===== config.mk =====
export PLATFORM = sky130hd
export DESIGN_NAME = form_text_lexer
export DESIGN_NICKNAME = d
export VERILOG_FILES = /design/src/hw/rtl/ftl_pkg.sv /design/src/hw/rtl/ftl_core.sv /design/src/hw/rtl/ftl_outq.sv /design/src/hw/rtl/form_text_lexer.sv
export SDC_FILE = /design/constraint.sdc
export NUM_CORES = 2
export LEC_CHECK = 0
export ABC_AREA = 1
export BUFFER_PORTS_ARGS = -buffer_cell sky130_fd_sc_hd__buf_2
export CAP_MARGIN = 20
export CORE_AREA = 2 2 314 316
export DETAILED_ROUTE_END_ITERATION = 16
export DIE_AREA = 0 0 316 318
export PLACE_DENSITY = 0.48
export RECOVER_POWER = 25
export REMOVE_ABC_BUFFERS = 1
export SLEW_MARGIN = 15
export SYNTH_ARGS = -nofsm -noshare
export SYNTH_HDL_FRONTEND = slang
export SYNTH_SLANG_ARGS = --single-unit

===== constraint.sdc =====
create_clock -name clk -period 3.7 [get_ports clk]
set_input_delay 0 -clock clk [delete_from_list [all_inputs] [get_ports clk]]
set_output_delay 0 -clock clk [all_outputs]
set_load 0.005 [all_outputs]

===== src/hw/rtl/ftl_pkg.sv =====
// Shared types and constants for the form text lexer.
// Used by ftl_core, ftl_outq and the top level form_text_lexer; no dependencies.
`default_nettype none

package ftl_pkg;

  // Width of the running character position counter.
  localparam int POS_BITS = 32;

  // Most result records that one character can cause, and the result queue depth.
  localparam int MAX_RES     = 3;
  localparam int OUTQ_DEPTH  = 4;
  localparam int OUTQ_AW     = $clog2(OUTQ_DEPTH);
  localparam int RES_CNT_W   = $clog2(MAX_RES + 1);

  localparam logic [15:0] LEN_MAX  = 16'hFFFF;
  localparam logic [23:0] LINE_MAX = 24'hFFFFFF;

  // Record kinds.
  localparam logic RK_CHAR  = 1'b0;
  localparam logic RK_TOKEN = 1'b1;

  // Token kinds.
  localparam logic [2:0] TK_SYMBOL  = 3'd0;
  localparam logic [2:0] TK_STRING  = 3'd1;
  localparam logic [2:0] TK_INTEGER = 3'd2;
  localparam logic [2:0] TK_FLOAT   = 3'd3;
  localparam logic [2:0] TK_HEX     = 3'd4;
  localparam logic [2:0] TK_PUNCT   = 3'd5;
  localparam logic [2:0] TK_EOF     = 3'd6;
  localparam logic [2:0] TK_BADSTR  = 3'd7;

  // Character codes with a special meaning.
  localparam logic [7:0] CH_SPACE_END = 8'd33;
  localparam logic [7:0] CH_NUL       = 8'd0;
  localparam logic [7:0] CH_LF        = 8'd10;
  localparam logic [7:0] CH_CR        = 8'd13;
  localparam logic [7:0] CH_DOLLAR    = 8'h24;
  localparam logic [7:0] CH_HASH      = 8'h23;
  localparam logic [7:0] CH_AT        = 8'h40;
  localparam logic [7:0] CH_QUOTE     = 8'h27;
  localparam logic [7:0] CH_MINUS     = 8'h2D;
  localparam logic [7:0] CH_PLUS      = 8'h2B;
  localparam logic [7:0] CH_DOT       = 8'h2E;
  localparam logic [7:0] CH_COLON     = 8'h3A;
  localparam logic [7:0] CH_UNDER     = 8'h5F;
  localparam logic [7:0] CH_LOW_E     = 8'h65;
  localparam logic [7:0] CH_ZERO      = 8'h30;

  // One result record as it leaves the block.
  typedef struct packed {
    logic        rec_kind;
    logic [2:0]  token_kind;
    logic [7:0]  char_value;
    logic [31:0] start_pos;
    logic [15:0] token_len;
    logic [23:0] line;
    logic        last;
  } rec_t;

  // All records caused by one accepted character, in order.
  typedef struct packed {
    rec_t [MAX_RES-1:0]   recs;
    logic [RES_CNT_W-1:0] count;
  } batch_t;

endpackage

`default_nettype wire


===== src/hw/rtl/ftl_core.sv =====
// Lexer state registers and the one-character step logic of the form text lexer.
// Depends on ftl_pkg for the record types and character codes.
`default_nettype none

module ftl_core (
  input  wire logic          clk,
  input  wire logic          rst,
  input  wire logic          take,
  input  wire logic [7:0]    ch,
  input  wire logic          end_of_input,
  output ftl_pkg::batch_t    batch
);
  import ftl_pkg::*;

  typedef enum logic [7:0] {
    M_IDLE  = 8'b0000_0001,
    M_SYM   = 8'b0000_0010,
    M_AT    = 8'b0000_0100,
    M_HEX   = 8'b0000_1000,
    M_INT   = 8'b0001_0000,
    M_FLT   = 8'b0010_0000,
    M_HASH  = 8'b0100_0000,
    M_QUOTE = 8'b1000_0000
  } mode_t;

  mode_t                mode, mode_next;
  logic [POS_BITS-1:0]  pos, pos_next;
  logic [POS_BITS-1:0]  tstart, tstart_next;
  logic [15:0]          tlen, tlen_next;
  logic [23:0]          lcount, lcount_next;
  logic [23:0]          sline, sline_next;
  logic [7:0]           code, code_next;
  logic                 qseen, qseen_next;

  rec_t [MAX_RES-1:0]   slot;
  logic [RES_CNT_W-1:0] n;
  logic                 idle_go;
  logic                 gap_go;
  logic [15:0]          tlen_grown;

  function automatic logic is_alpha(input logic [7:0] c);
    return (c >= 8'h41 && c <= 8'h5A) || (c >= 8'h61 && c <= 8'h7A) || c == CH_UNDER;
  endfunction

  function automatic logic is_digit(input logic [7:0] c);
    return c >= 8'h30 && c <= 8'h39;
  endfunction

  function automatic logic is_hex(input logic [7:0] c);
    return is_digit(c) || (c >= 8'h41 && c <= 8'h46) || (c >= 8'h61 && c <= 8'h66);
  endfunction

  function automatic logic is_flt(input logic [7:0] c);
    return is_digit(c) || c == CH_DOT || c == CH_LOW_E || c == CH_PLUS || c == CH_MINUS;
  endfunction

  function automatic rec_t mk_rec(input logic rk, input logic [2:0] tk,
                                  input logic [7:0] cv, input logic [31:0] sp,
                                  input logic [15:0] len, input logic [23:0] ln);
    rec_t r;
    r.rec_kind   = rk;
    r.token_kind = tk;
    r.char_value = cv;
    r.start_pos  = sp;
    r.token_len  = len;
    r.line       = ln;
    r.last       = 1'b0;
    return r;
  endfunction

  assign tlen_grown = (tlen != LEN_MAX) ? tlen + 16'd1 : tlen;

  always_comb begin
    mode_next   = mode;
    pos_next    = pos;
    tstart_next = tstart;
    tlen_next   = tlen;
    lcount_next = lcount;
    sline_next  = sline;
    code_next   = code;
    qseen_next  = qseen;
    slot        = '0;
    n           = '0;
    idle_go     = 1'b0;
    gap_go      = 1'b0;

    if (end_of_input) begin
      unique case (mode)
        M_SYM: begin
          slot[n] = mk_rec(RK_TOKEN, TK_SYMBOL, 8'd0, 32'(tstart), tlen, sline);
          n = n + 1'b1;
        end
        M_AT: begin
          slot[n] = mk_rec(RK_TOKEN, TK_PUNCT, CH_AT, 32'(tstart), tlen, sline);
          n = n + 1'b1;
        end
        M_HEX: begin
          slot[n] = mk_rec(RK_TOKEN, TK_HEX, 8'd0, 32'(tstart), tlen, sline);
          n = n + 1'b1;
        end
        M_INT: begin
          slot[n] = mk_rec(RK_TOKEN, TK_INTEGER, 8'd0, 32'(tstart), tlen, sline);
          n = n + 1'b1;
        end
        M_FLT: begin
          slot[n] = mk_rec(RK_TOKEN, TK_FLOAT, 8'd0, 32'(tstart), tlen, sline);
          n = n + 1'b1;
        end
        M_HASH: begin
          slot[n] = mk_rec(RK_CHAR, TK_STRING, code, 32'(tstart), 16'd0, sline);
          n = n + 1'b1;
          slot[n] = mk_rec(RK_TOKEN, TK_STRING, 8'd0, 32'(tstart), tlen, sline);
          n = n + 1'b1;
        end
        M_QUOTE: begin
          slot[n] = mk_rec(RK_TOKEN, qseen ? TK_STRING : TK_BADSTR, 8'd0,
                           32'(tstart), tlen, sline);
          n = n + 1'b1;
        end
        default: begin
        end
      endcase
      mode_next  = M_IDLE;
      qseen_next = 1'b0;
      slot[n] = mk_rec(RK_TOKEN, TK_EOF, 8'd0, 32'(pos), 16'd0, lcount);
      n = n + 1'b1;
    end else begin
      pos_next = pos + 1'b1;
      unique case (mode)
        M_SYM: begin
          if (is_alpha(ch) || is_digit(ch) || ch == CH_COLON || ch == CH_AT) begin
            tlen_next = tlen_grown;
          end else begin
            slot[n] = mk_rec(RK_TOKEN, TK_SYMBOL, 8'd0, 32'(tstart), tlen, sline);
            n = n + 1'b1;
            idle_go = 1'b1;
          end
        end
        M_AT: begin
          if (is_alpha(ch)) begin
            tlen_next = tlen_grown;
            mode_next = M_SYM;
          end else begin
            slot[n] = mk_rec(RK_TOKEN, TK_PUNCT, CH_AT, 32'(tstart), tlen, sline);
            n = n + 1'b1;
            idle_go = 1'b1;
          end
        end
        M_HEX: begin
          if (is_hex(ch)) begin
            tlen_next = tlen_grown;
          end else begin
            slot[n] = mk_rec(RK_TOKEN, TK_HEX, 8'd0, 32'(tstart), tlen, sline);
            n = n + 1'b1;
            idle_go = 1'b1;
          end
        end
        M_INT: begin
          if (is_digit(ch)) begin
            tlen_next = tlen_grown;
          end else if (is_flt(ch)) begin
            tlen_next = tlen_grown;
            mode_next = M_FLT;
          end else begin
            slot[n] = mk_rec(RK_TOKEN, TK_INTEGER, 8'd0, 32'(tstart), tlen, sline);
            n = n + 1'b1;
            idle_go = 1'b1;
          end
        end
        M_FLT: begin
          if (is_flt(ch)) begin
            tlen_next = tlen_grown;
          end else begin
            slot[n] = mk_rec(RK_TOKEN, TK_FLOAT, 8'd0, 32'(tstart), tlen, sline);
            n = n + 1'b1;
            idle_go = 1'b1;
          end
        end
        M_HASH: begin
          if (is_digit(ch)) begin
            // code * 10 + digit, kept to eight bits.
            code_next = {code[4:0], 3'b000} + {code[6:0], 1'b0} + (ch - CH_ZERO);
            tlen_next = tlen_grown;
          end else begin
            slot[n] = mk_rec(RK_CHAR, TK_STRING, code, 32'(tstart), 16'd0, sline);
            n = n + 1'b1;
            gap_go = 1'b1;
          end
        end
        M_QUOTE: begin
          if (qseen) begin
            qseen_next = 1'b0;
            if (ch == CH_QUOTE) begin
              slot[n] = mk_rec(RK_CHAR, TK_STRING, CH_QUOTE, 32'(tstart), 16'd0, sline);
              n = n + 1'b1;
              tlen_next = tlen_grown;
            end else begin
              gap_go = 1'b1;
            end
          end else if (ch == CH_NUL || ch == CH_LF || ch == CH_CR) begin
            slot[n] = mk_rec(RK_TOKEN, TK_BADSTR, 8'd0, 32'(tstart), tlen, sline);
            n = n + 1'b1;
            idle_go = 1'b1;
          end else if (ch == CH_QUOTE) begin
            qseen_next = 1'b1;
            tlen_next  = tlen_grown;
          end else begin
            slot[n] = mk_rec(RK_CHAR, TK_STRING, ch, 32'(tstart), 16'd0, sline);
            n = n + 1'b1;
            tlen_next = tlen_grown;
          end
        end
        default: begin
          idle_go = 1'b1;
        end
      endcase

      // After a closed segment or a code, the string may go on.
      if (gap_go) begin
        if (ch == CH_HASH) begin
          tlen_next = tlen_grown;
          mode_next = M_HASH;
          code_next = 8'd0;
        end else if (ch == CH_QUOTE) begin
          tlen_next  = tlen_grown;
          mode_next  = M_QUOTE;
          qseen_next = 1'b0;
        end else begin
          slot[n] = mk_rec(RK_TOKEN, TK_STRING, 8'd0, 32'(tstart), tlen, sline);
          n = n + 1'b1;
          idle_go = 1'b1;
        end
      end

      // Character seen between tokens.
      if (idle_go) begin
        mode_next = M_IDLE;
        if (ch < CH_SPACE_END) begin
          if (ch == CH_LF && lcount != LINE_MAX) begin
            lcount_next = lcount + 24'd1;
          end
        end else begin
          tstart_next = pos;
          sline_next  = lcount;
          tlen_next   = 16'd1;
          if (is_alpha(ch)) begin
            mode_next = M_SYM;
          end else if (ch == CH_AT) begin
            mode_next = M_AT;
          end else if (ch == CH_HASH) begin
            mode_next = M_HASH;
            code_next = 8'd0;
          end else if (ch == CH_QUOTE) begin
            mode_next  = M_QUOTE;
            qseen_next = 1'b0;
          end else if (ch == CH_DOLLAR) begin
            mode_next = M_HEX;
          end else if (ch == CH_MINUS || is_digit(ch)) begin
            mode_next = M_INT;
          end else begin
            slot[n] = mk_rec(RK_TOKEN, TK_PUNCT, ch, 32'(pos), 16'd1, lcount);
            n = n + 1'b1;
          end
        end
      end
    end

    if (n != '0) begin
      slot[n - 1'b1].last = 1'b1;
    end
    batch.recs  = slot;
    batch.count = n;
  end

  always_ff @(posedge clk) begin
    if (rst) begin
      mode   <= M_IDLE;
      pos    <= '0;
      tstart <= '0;
      tlen   <= '0;
      lcount <= 24'd1;
      sline  <= 24'd1;
      code   <= '0;
      qseen  <= 1'b0;
    end else if (take) begin
      mode   <= mode_next;
      pos    <= pos_next;
      tstart <= tstart_next;
      tlen   <= tlen_next;
      lcount <= lcount_next;
      sline  <= sline_next;
      code   <= code_next;
      qseen  <= qseen_next;
    end
  end

  // The end marker always reports end-of-file and leaves the lexer between tokens.
  a_eof_reported: assert property (@(posedge clk) disable iff (rst)
    take && end_of_input |-> batch.count != '0)
    else $error("end marker produced no records");

  a_eof_resets_mode: assert property (@(posedge clk) disable iff (rst)
    take && end_of_input |=> mode == M_IDLE && pos == $past(pos))
    else $error("end marker left a token pending or moved the position");

endmodule

`default_nettype wire


===== src/hw/rtl/ftl_outq.sv =====
// Result record queue of the form text lexer: takes a whole batch per cycle,
// releases one record per transfer. Depends on ftl_pkg.
`default_nettype none

module ftl_outq (
  input  wire logic         clk,
  input  wire logic         rst,
  input  wire logic         push,
  input  ftl_pkg::batch_t   batch,
  output logic              room,
  output logic              out_valid,
  input  wire logic         out_stall,
  output ftl_pkg::rec_t     head
);
  import ftl_pkg::*;

  rec_t [OUTQ_DEPTH-1:0]  q;
  logic [OUTQ_AW-1:0]     rd_ptr, rd_ptr_next;
  logic [OUTQ_AW-1:0]     wr_ptr, wr_ptr_next;
  logic [OUTQ_AW:0]       count, count_next;
  logic [OUTQ_AW:0]       push_n;
  logic                   pop;

  assign room      = count <= (OUTQ_AW + 1)'(OUTQ_DEPTH - MAX_RES);
  assign out_valid = count != '0;
  assign head      = q[rd_ptr];
  assign pop       = out_valid && !out_stall;
  assign push_n    = push ? (OUTQ_AW + 1)'(batch.count) : '0;

  assign rd_ptr_next = pop ? rd_ptr + 1'b1 : rd_ptr;
  assign wr_ptr_next = wr_ptr + push_n[OUTQ_AW-1:0];
  assign count_next  = count + push_n - (OUTQ_AW + 1)'(pop);

  always_ff @(posedge clk) begin
    if (rst) begin
      rd_ptr <= '0;
      wr_ptr <= '0;
      count  <= '0;
    end else begin
      rd_ptr <= rd_ptr_next;
      wr_ptr <= wr_ptr_next;
      count  <= count_next;
    end
  end

  always_ff @(posedge clk) begin
    for (int i = 0; i < MAX_RES; i++) begin
      if (push && i < int'(batch.count)) begin
        q[wr_ptr + OUTQ_AW'(i)] <= batch.recs[i];
      end
    end
  end

  a_no_overflow: assert property (@(posedge clk) disable iff (rst)
    push |-> count + push_n <= (OUTQ_AW + 1)'(OUTQ_DEPTH))
    else $error("result queue overflow");

  a_count_tracks: assert property (@(posedge clk) disable iff (rst)
    !push && pop |=> count == $past(count) - 1'b1)
    else $error("result queue count out of step with transfers");

endmodule

`default_nettype wire


===== src/hw/rtl/form_text_lexer.sv =====
// Top level of the form text lexer: joins the lexer step logic and the result queue.
// Depends on ftl_pkg, ftl_core and ftl_outq.
`default_nettype none

// The form text lexer takes one source character per input transfer and turns
// the text into token records (kind, start offset, length, line) plus one record
// per decoded string character. A transfer with end_of_input set carries no
// character: it flushes the pending token and reports end-of-file. A token is
// reported when the first character that cannot extend it arrives, so results
// trail the input by one character. The lexer state is updated in the cycle a
// character is accepted, so a new character can be taken every cycle while the
// queue has room. Results leave one record per output transfer from a four-entry
// record queue; one character causes up to three records, and the input stalls
// while the queue holds more than one record. With an output that is never
// stalled, characters that cause no record or one record run at one per cycle.

module form_text_lexer (
  input  wire logic        clk,
  input  wire logic        rst,
  input  wire logic        in_valid,
  output logic             in_stall,
  input  wire logic [7:0]  ch,
  input  wire logic        end_of_input,
  output logic             out_valid,
  input  wire logic        out_stall,
  output logic             rec_kind,
  output logic [2:0]       token_kind,
  output logic [7:0]       char_value,
  output logic [31:0]      start_pos,
  output logic [15:0]      token_len,
  output logic [23:0]      line,
  output logic             last
);
  import ftl_pkg::*;

  batch_t batch;
  rec_t   head;
  logic   room;
  logic   take;

  // The input side stalls only when a full batch might not fit in the queue.
  assign in_stall = !room;
  assign take     = in_valid && room;

  ftl_core u_core (
    .clk          (clk),
    .rst          (rst),
    .take         (take),
    .ch           (ch),
    .end_of_input (end_of_input),
    .batch        (batch)
  );

  ftl_outq u_outq (
    .clk       (clk),
    .rst       (rst),
    .push      (take),
    .batch     (batch),
    .room      (room),
    .out_valid (out_valid),
    .out_stall (out_stall),
    .head      (head)
  );

  assign rec_kind   = head.rec_kind;
  assign token_kind = head.token_kind;
  assign char_value = head.char_value;
  assign start_pos  = head.start_pos;
  assign token_len  = head.token_len;
  assign line       = head.line;
  assign last       = head.last;

endmodule

`default_nettype wire

==> metrics.txt <==
Slew HR -0.2280; chip height 318 um; Longest Clk Path Bufs 3; first-pass GRT wire length 233600 um; final hold violation count 0; Mapped Cells 5685; Slew Viols, Final 87; Crit path largest cell delay 470 ps; final setup fails 0; post-synth top area share 0.2918; Total GRT Usage 0.2970; root buf cell clkbuf_16; DRT iter0 DRCs 4566; xor and xnor fraction of the mapped netlist area 0.006228; post-place instance area 35940 um^2; H-tree depth 3; Seq cells post-synth 492; cell mode on critical path nand2_1; outcome finished with violations; GP Congestion 0.9232; critical path capture point type flip-flop; 1st-pass router iterations 6; Pleak 0.01682 uW; CTS clk-pin slew, worst paths 60 ps; CP top delay family simple AND/OR/NAND/NOR gates; Post-synth ARST share 0; Avg WL per Cell 22.99 um; Final min period 3490 ps; Ports 100; simple-gate share of the synthesized area 0.3944; Synth area leader dfxtp_1; largest family of logic cells by synthesized area simple AND/OR/NAND/NOR gates; Max-Cap Viols 2; Required @ worst endpoint 4230 ps; crit path from u_core.mode[2]$_SDFFE_PP0P_; most frequent cells in the layout nand2_1 (1634), nand3_1 (836), dfxtp_1 (490); vias in the first global route 36926; origin of the worst min-delay path ch[5]; Worst-Skew Late Latency 650 ps; post-synthesis adder-cell area fraction 0.01320; commonest non-fill, non-tap cell in the layout nand2_1; complex-gate fraction of the synthesized area 0.1959; Yosys warning count 0; layout cells sized above 1 0.08839; mux contribution to synthesized area 0; worst vdd ir 306.3 uV; site row count 115; ant diodes 0; HP Class in -> reg; post-route cell area 38800 um^2; Tot Pwr 22350 uW; critical path peak fanout 42; HPWL Detailed 94710 um; fmax 0.2865 GHz; largest net degree at the start of global routing 111; Top FF cell, synth dfxtp_1; number of synthesized flops with an enable pin 0; # DRC 0; CORE AREA 97410 um^2; synthesized area 33750 um^2; Routed Wire Length 159600 um; die width 316 um; Mean Syn Cell Area 5.937 um^2; top cells by area, synth dfxtp_1 (29%), nand2_1 (18%), nand3_1 (12%); Pwr Density 576.0 nW/um^2; post-synth cell types 55; part of the cycle the worst path needs 0.9432; post-synthesis sequential area ratio 0.2918; reg-to-reg startpoint u_core.mode[2]$_SDFFE_PP0P_; remaining antenna violation count after routing 0; Area Overhead vs Synth 14.96%; total die area 100500 um^2; CTS tree done; number of clock sinks 492; Slowest-stage cell, CP a22oi_1; worst slew pin tran 1842 ps; Port Buffers 99; total congestion overflow 0; Initial Util 0.3465; CTS Buf Count 68; RSZ-0062 raised after global routing no; critical path type reg -> reg; Buf+Inv Stages, Crit Path 7; CP Launch Type flip-flop; via count 39994; initial antenna violation count 0; Layout Nets 5647; Layout Skew 22.62 ps; vias per inst 5.760; CP arrival 4020 ps; failing checks max-capacitance violations, max-slew violations; setup tns final 0 ps
## sequential cells by signal, indices dropped and copies added (netlist names)
register / cells
u_outq.rd_ptr: 2
u_core.tstart: 32
u_outq.q: 340
u_core.sline: 24
u_core.lcount: 24
u_core.mode: 8
u_core.qseen: 1
u_outq.count: 3
u_core.tlen: 16
u_core.pos: 32
u_outq.wr_ptr: 2
u_core.code: 8
## stage by stage
stage | setup slack (ps) | hold slack [ps] | std cells | utilization
finish | 210.0 | 41.16 | 6944 | 0.3983
global route | 5.396 | 73.57 | 6944 | 0.3983
CTS | 123.9 | 18.65 | 6928 | 0.3945
detailed placement | 22.52 | 320.8 | 6791 | 0.3690
global placement | -121.9 | 316.7 | 6791 | 0.3690
floorplan | -5832 | 69.07 | 5240 | -
## final cells by class
type / instances / area (um^2)
fillers: 10591 / 58610
multi-input cells: 4398 / 20820
flip-flops and latches: 492 / 9857
repair buffers: 290 / 2801
clock buffers: 102 / 2062
well taps: 1287 / 1610
inverters: 351 / 1349
clock inverters: 23 / 295.3
repair inverters: 1 / 5.005
## power by group
group          switching (uW)  internal, uW  leakage [uW]
logic                    5100          2560        0.0116
clock network            2780          4280       0.00117
registers                 830          6800       0.00404
## Yosys cell counts, drive strengths merged (4+ instances only)
library cell,instances
o2111ai,4
nor3,45
nand3,846
a21boi,12
a22oi,10
clkinv,5
nand2,1670
xnor2,4
a21oi,459
clkbuf,273
xor2,20
dfxtp,492
o31ai,7
o21ai,485
inv,346
fa,6
a31oi,15
buf,172
nand4,38
o211ai,16
o21a,6
nor2,510
ha,26
nor3b,5
o22ai,123
a32oi,57
nor4,13
## per-layer routing
metal,vias to the layer above,part of all wire,track usage
li1,18852,-,-
met2,1943,0.45,0.4694
met4,0,0.032,0.1010
met5,-,0,0
met1,18899,0.44,0.4144
met3,300,0.083,0.03678
## final timing paths
path         slack [ps]  depth (start not counted)                    endpoint
max reg2reg         210                         25       u_outq.q[313]$_DFF_P_
min reg2reg         470                          1  u_outq.count[2]$_SDFF_PP0_
min                  40                          5       u_outq.q[163]$_DFF_P_
max                 210                         25       u_outq.q[313]$_DFF_P_
## worst reg2reg max path: stages, from the launching register on
cell     delay, ps
dfxtp_1        420
nor2_4          80
nand2_1        130
inv_2           50
nand2_2         80
inv_4           40
nand2_2        110
nand2_1        110
inv_1           80
nand2_1         80
nor2_4         180
nand2_2         80
nand2_2        130
inv_2           50
ha_1           170
inv_1           60
nor2_1          40
nand2_1        120
nor3_4          70
inv_2          120
buf_12         280
o21ai_0        150
a22oi_1        470
a21oi_1        140
nand2_1         90
nand2_1         40
## what timing repair did
action,CTS,global route
cloned,0,12
pin swaps,0,3
endpoints found under the hold margin,39,0
setup buffers,0,4
endpoints found under the setup margin,2,322
hold buffers,12,0
resized for setup,1,36
## cell families (layout without fill, tap and decap cells)
group / after synthesis / after routing
AOI/OAI and AO/OA: 1206 / 1206
and+or+nand+nor: 3135 / 3136
DFF: 492 / 492
xor gates and xnor gates: 24 / 24
adders and majority gates: 32 / 32
buffers and inverters: 796 / 767
Note: power is estimated with default switching activity, not from simulation.
